[src/sv/mrpt_pkg.sv]
`timescale 1ns / 1ps
// ----------------------------------------------------------------------------
// Miller-Rabin prime test package
// Shared widths, types and the request and response structs of the
// modular multiplier.
// ----------------------------------------------------------------------------
package mrpt_pkg;

  // Width of the fields on the channels.
  localparam int FieldWidth = 64;
  // Width of the arithmetic; the low bits of each field are used.
  localparam int NumWidth   = 64;
  // Bit counter of the multiplier and the power-of-two count of n-1.
  localparam int CntWidth   = $clog2(NumWidth);

  typedef logic [FieldWidth-1:0] field_t;
  typedef logic [NumWidth-1:0]   num_t;
  typedef logic [CntWidth-1:0]   cnt_t;

  // Request to the shared modular multiplier: prod = x * y mod m, x < m.
  typedef struct packed {
    logic start;
    num_t x;
    num_t y;
    num_t m;
  } mul_req_t;

  // Response of the shared modular multiplier.
  typedef struct packed {
    logic busy;
    logic done;
    num_t prod;
  } mul_rsp_t;

endpackage

[src/sv/mrpt_modmul.sv]
`timescale 1ns / 1ps
// ----------------------------------------------------------------------------
// Serial modular multiplier
// Shift-add multiplier scanning y from its top bit, one modular add per
// cycle: a doubling step and a conditional add step per bit of y.
// ----------------------------------------------------------------------------
module mrpt_modmul (
  input  logic               clk_i,
  input  logic               rst_ni,
  input  mrpt_pkg::mul_req_t req_i,
  output mrpt_pkg::mul_rsp_t rsp_o
);
  import mrpt_pkg::*;

  localparam cnt_t LastBit = cnt_t'(NumWidth - 1);

  logic busy_q, busy_d;
  logic done_q, done_d;
  logic phase_q, phase_d;
  cnt_t cnt_q, cnt_d;
  num_t acc_q, acc_d;
  num_t x_q, x_d;
  num_t y_q, y_d;
  num_t m_q, m_d;

  logic [NumWidth:0] sum;
  num_t              addend;
  num_t              add_res;

  // One modular add: both operands are below m, so one subtract suffices.
  always_comb begin
    addend  = phase_q ? (y_q[NumWidth-1] ? x_q : '0) : acc_q;
    sum     = {1'b0, acc_q} + {1'b0, addend};
    add_res = (sum >= {1'b0, m_q}) ? num_t'(sum - {1'b0, m_q}) : sum[NumWidth-1:0];
  end

  // Sequencing of the bit scan.
  always_comb begin
    busy_d  = busy_q;
    done_d  = 1'b0;
    phase_d = phase_q;
    cnt_d   = cnt_q;
    acc_d   = acc_q;
    x_d     = x_q;
    y_d     = y_q;
    m_d     = m_q;
    if (req_i.start) begin
      busy_d  = 1'b1;
      phase_d = 1'b0;
      cnt_d   = '0;
      acc_d   = '0;
      x_d     = req_i.x;
      y_d     = req_i.y;
      m_d     = req_i.m;
    end else if (busy_q) begin
      acc_d   = add_res;
      phase_d = ~phase_q;
      if (phase_q) begin
        y_d   = {y_q[NumWidth-2:0], 1'b0};
        cnt_d = cnt_q + cnt_t'(1);
        if (cnt_q == LastBit) begin
          busy_d = 1'b0;
          done_d = 1'b1;
        end
      end
    end
  end

  always_ff @(posedge clk_i or negedge rst_ni) begin
    if (!rst_ni) begin
      busy_q  <= 1'b0;
      done_q  <= 1'b0;
      phase_q <= 1'b0;
      cnt_q   <= '0;
    end else begin
      busy_q  <= busy_d;
      done_q  <= done_d;
      phase_q <= phase_d;
      cnt_q   <= cnt_d;
    end
  end

  always_ff @(posedge clk_i) begin
    acc_q <= acc_d;
    x_q   <= x_d;
    y_q   <= y_d;
    m_q   <= m_d;
  end

  assign rsp_o.busy = busy_q;
  assign rsp_o.done = done_q;
  assign rsp_o.prod = acc_q;

`ifndef SYNTH
  // The result pulse ends a run: the unit is already idle while it shows.
  assert property (@(posedge clk_i) disable iff (!rst_ni) done_q |-> !busy_q)
    else $error("modmul: done while busy");
  // A new run is never started on top of a running one.
  assert property (@(posedge clk_i) disable iff (!rst_ni) req_i.start |-> !busy_q)
    else $error("modmul: start while busy");
  // The accumulator stays reduced below the modulus during a run.
  assert property (@(posedge clk_i) disable iff (!rst_ni)
      (busy_q && $past(busy_q) && !$past(req_i.start)) |-> (acc_q < m_q))
    else $error("modmul: accumulator not reduced");
`endif

endmodule

[config.mk]
export PLATFORM = sky130hd
export DESIGN_NAME = mrpt_modmul
export DESIGN_NICKNAME = d
export VERILOG_FILES = /design/src/sv/mrpt_pkg.sv /design/src/sv/mrpt_modmul.sv
export SDC_FILE = /design/constraint.sdc
export NUM_CORES = 1
export LEC_CHECK = 0
export ABC_AREA = 1
export BUFFER_PORTS_ARGS = -buffer_cell sky130_fd_sc_hd__buf_2
export CORE_UTILIZATION = 30
export DETAILED_ROUTE_END_ITERATION = 10
export GPL_TIMING_DRIVEN = 1
export PLACE_DENSITY = 0.49
export SETUP_SLACK_MARGIN = 0.05
export SLEW_MARGIN = 5
export SYNTH_ARGS = -nofsm -noshare
export SYNTH_HDL_FRONTEND = slang
export SYNTH_SLANG_ARGS = --single-unit
[constraint.sdc]
create_clock -name clk_i -period 5.3 [get_ports clk_i]
set_input_delay 0.795 -clock clk_i [delete_from_list [all_inputs] [get_ports clk_i]]
set_output_delay 0.795 -clock clk_i [all_outputs]
set_load 0.005 [all_outputs]
## Word level (Yosys, flattened, before mapping)

Cells that the tools add are included.
Widths: inputs -> output; s select.

| operators by class | value |
|---|---|
| reductions and logical operators | 3 |
| add/sub/neg operators | 3 |
| magnitude comparators | 1 |
| equality and inequality tests | 1 |
| bitwise logic cells | 1 |
| muxes and demuxes | 19 |

Operators by type and width:

| kind | number |
|---|---|
| $mux 64 | 6 |
| $add 64x64->65 | 1 |
| $ge 65x64->1 | 1 |
| $sub 64x64->64 | 1 |
| $mux 6 | 3 |
| $mux 1 | 10 |
| $add 6x1->6 const B | 1 |
| $eq 6x6->1 const B | 1 |
| $reduce_bool 2->1 | 2 |
| $reduce_and 2->1 | 1 |
| $not 1->1 | 1 |

| storage, ports and cells | value |
|---|---|
| output and inout bits | 66 |
| word-level logic and storage cells | 36 |
| input port bits | 195 |
| register bits after elaboration | 265 |

## Longest topological paths before layout

| depth | value |
|---|---|
| depth after elaboration | 5 |
| gate-level depth with buffers | 41 |
| gate-level depth less buffers | 39 |

## Worst setup path after synthesis

OpenSTA, ideal clock, no wires.

| path | value |
|---|---|
| path type | reg-to-reg |
| from | register phase_q |
| to | register acc_q[43] |
| arrival | 4.281 ns |
| library setup time | 0.114 ns |
| cell stages (with the launch flop) | 39 |
| data required time | 5.186 ns |
| buffers on the path | 2 |
| path slack | 0.905 ns |
| clock period less this slack | 4.395 ns |
| cells stage by stage | dfrtp_1 nand2_1 inv_2 clkbuf_1 nand2_1 o21ai_0 ha_1 inv_1 fa_1 inv_1 nand3_1 nand2_1 nand2_1 nand2_1 nand4_1 nand3_1 nand2_1 nand2_1 (+3 left out) nand2_1 inv_1 ha_1 nand2_1 nor2_2 nand2_2 nor2_2 nand2_1 nor2_1 nor2_1 nand3_2 nor2_2 nand3_2 nand2_2 buf_2 o21ai_0 nand3_1 nand2_1 |

| between the ends | value |
|---|---|
| cells in the longest elaborated chain, start to end | 4 |
| elaborated cells on any way between the ends | 5 |
| classes of those cells | add/sub: 2; order compare: 1; mux: 2 |

Ends and longest elaborated chain:

| what | RTL line | text |
|---|---|---|
| from (decl) | mrpt_modmul.sv:19 | `logic phase_q, phase_d;` |
| from (signal assigned) | mrpt_modmul.sv:78 | `phase_q <= phase_d;` |
| $mux 64 (*) | mrpt_modmul.sv:32 | `addend = phase_q ? (y_q[NumWidth-1] ? x_q : '0) : acc_q;` |
| $add 64x64->65 (*) | mrpt_modmul.sv:33 | `sum = {1'b0, acc_q} + {1'b0, addend};` |
| $sub 64x64->64 / $ge 65x64->1 (equally long branches) | mrpt_modmul.sv:34 | `add_res = (sum >= {1'b0, m_q}) ? num_t'(sum - {1'b0, m_q}) : sum[NumWidth-1:0];` |
| $mux 64 (*) | mrpt_modmul.sv:34 |  |
| to (signal assigned) | mrpt_modmul.sv:84 | `acc_q <= acc_d;` |
| to (decl) | mrpt_modmul.sv:21 | `num_t acc_q, acc_d;` |

Every way passes the cells marked *; elsewhere a longest branch is shown, timed or not.
A chain may end at the register's enable or synchronous reset.

## Worst setup path after layout

| path | value |
|---|---|
| from | register phase_q |
| to | register acc_q[48] |

The elaborated chain is that of the path after synthesis.

==> summary.txt <==
Synth
  – Share of the synthesized area in the top cell type: 0.2686
  – Synth area leaders: edfxtp_1 (27%), nand2_1 (21%), inv_1 (9.7%)
  – Synth cell count leaders: nand2_1 (1220), inv_1 (553), nor2_1 (277), nand3_1 (205), edfxtp_1 (192)
  – Async SR Flop Fraction: 0.03396
  – Synth Cell Area: about 21000 µm²
  – Dominant cell type by area after synthesis: edfxtp_1
  – Synth Flop Type: edfxtp_1
  – FF+latch count, synth: between 200 and 300
  – Post-Syn Nets: 3601
  – Synth cell types: 43
  – Count leader, synth: nand2_1
  – Mapped Cells: approximately 3300
  – Register area share after synthesis: 0.3388
  – Avg Inst Size Synth: between 6 and 7 µm²
  – Syn. warnings: 0
  – Post-synth EDFFs: around 190

STA
  – Min Tclk post-route: 5013 ps
  – Fmax: 0.1995 GHz
  – Slew @ Worst Pin: 819.1 ps
  – Fin Hold WS: just under 80 ps
  – Slew Limit Headroom: 0.4539
  – RSZ-0062 raised after global routing: true
  – Slew Viols, Final: 0
  – Final setup viols: 0
  – Post-route clock period utilization: 0.9458
  – Clock Skew: around 47 ps
  – Final hold violations: 0

Floorplanning
  – Starting Density: 0.3049
  – Die X-Extent: between 200 and 300 µm
  – IO Pins: 261
  – Die height: around 270 µm
  – Core area: 70390 µm²
  – FP Rows: 97
  – Total die area: 72620 µm²

Power and ir drop
  – Net switching power: 9.350 mW
  – Peak supply drop: approximately 360 µV
  – Flop pwr share: 0.160
  – Switching Share: 0.5062
  – Combinational power share: 0.720
  – Pwr per Cell Area: 651.7 nW/µm²
  – Leakage: 14.70 nW
  – Clock power frac: 0.120
  – Cell-internal power: 9.122 mW

Setup path
  – Setup crit start: phase_q
  – CP Class: reg2reg
  – Crit-path max FO: 25
  – Critical path arrival: 5430 ps
  – CP endpoint kind: flip-flop
  – Delay-heaviest family, CP: simple AND/OR/NAND/NOR gates
  – Crit path buf inv count: 5
  – Worst Path Required: 5720 ps
  – Crit-path most repeated cell: nand2_1
  – Critical R2R Launch: phase_q
  – Critical path's largest stage delay: around 450 ps
  – Worst Setup Start Kind: flip-flop
  – Slowest CP cell: dfrtp_2

Min path
  – HP Class: in2async

Placement
  – Post-DP HPWL: 74160 µm
  – Placed insts: 4717
  – GPL Wtd Cong: about 1
  – Port Buf Inserts: 260

Clock network
  – H-tree depth: 2
  – Clock tree from TritonCTS: built
  – CTS Buf Count: 34
  – CTS Root Cell: clkbuf_16
  – TritonCTS Sinks: between 200 and 300
  – Clock-pin slew on the worst setup and hold paths: 70 ps
  – Clk Latency, worst-skew pair: 570 ps
  – Clock Path Buffers: 3
  – Hold-fix buffers, CTS: 0

Global routing
  – Initial antenna violation count: 5
  – Largest net degree at the start of global routing: 136
  – Gr usage total: 0.2357
  – Gr ovfl total: 0
  – First-pass GRT wire length: 128800 µm
  – Vias in the first global route: 21043

Routing
  – WL per Instance: 18.62 µm
  – Vias per cell: 4.690
  – Routed WL: a little under 90000 µm
  – DRC: 0
  – DR iter-0 viols: 1678
  – Via count: about 23000
  – Drt pass-1 iters: 6
  – Post-route ant nets: 0

Layout
  – Layout Nets: roughly 4200
  – Area Overhead vs Synth: 32.04%
  – Final core utilization: 0.4026
  – Layout cells sized above 1: 0.2243
  – Final cell count without fillers: 4799

Status
  – Status: complete, no violations

Job
  – Max cap viols: 0
through the flow:
stage,power [mW],area [µm²],worst slack [ps],TNS (ps)
after floorplan,9.870,21470,905.0,0
after global placement,15.22,26050,-100.1,-1951
after detailed placement,15.19,26050,-110.5,-2559
after CTS,17.53,27120,67.77,0
after global routing,19.84,28340,-16.89,-46.61
final,18.47,28340,287.0,0
cells by family (layout without fill, tap and decap cells):
logic type,Yosys count,in the layout,synth area share
other,0,3,0
buffers and inverters,623,1204,0.1142
DFF,265,265,0.3388
xor gates and xnor gates,81,81,0.03305
AOI/OAI and AO/OA,370,370,0.09536
adders and majority gates,131,131,0.07706
and+or+nand+nor,1805,1805,0.3416
power groups by stage:
stage	clock network [mW]	logic, mW	registers (mW)
2_1_floorplan	0	7.07	2.80
4_1_cts	2.31	12.3	2.94
3_3_place_gp	0	12.2	2.99
6_report	2.22	13.3	2.95
3_5_place_dp	0	12.2	2.98
5_1_grt	2.38	14.5	2.97
per-layer routing:
metal	wire length, µm	up-vias	GRT usage
met2	42240	620	0.3989
met3	4678	132	0.03108
met1	39270	10282	0.3052
met5	27	-	0
met4	3144	4	0.08523
li1	-	11470	-
cells in the final DEF (no fill, tap or decap), types with 60 or more instances in the layout:
cell type and n:
inv_1 552, dfxtp_1 64, nor2_1 219, o21ai_0 94, nor2_2 60, nand3_1 197, buf_2 259, edfxtp_1 192
a21oi_1 159, nand2_1 1161, ha_1 99, buf_4 301
final timing paths:
| path | cells past startpoint | slack, ps | to |
|---|---|---|---|
| setup / recovery | 30 | 290 | acc_q[48] |
| hold / removal | 1 | 80 | cnt_q[4] |
| setup reg to reg | 30 | 290 | acc_q[48] |
| hold reg to reg | 2 | 500 | acc_q[0] |
| max in group asynchronous | 1 | 4990 | phase_q |
| min in group clk_i | 1 | 390 | x_q[26] |
timing repair:
item                                    CTS  global route
pin swaps                                 0            37
cloned                                    0             4
buffers inserted                          0            14
gates resized for setup                   5           243
endpoints found under the setup margin   64            64
layout make-up:
type | count | area [µm²]
Clock inverter | 15 | 127.6
Fill cell | 7680 | 42050
Inverter | 560 | 2111
Clock buffer | 46 | 925.9
Sequential cell | 265 | 7273
Tap cell | 940 | 1176
Antenna cell | 3 | 7.507
Timing Repair Buffer | 583 | 4004
Multi-Input combinational cell | 2387 | 12720
flip-flops by register name (all words and copies together) (netlist names):
| name | count |
|---|---|
| phase_q | 1 |
| y_q | 64 |
| busy_q | 1 |
| cnt_q | 6 |
| x_q | 64 |
| acc_q | 64 |
| done_q | 1 |
| m_q | 64 |
(Power assumes the default switching activity.)
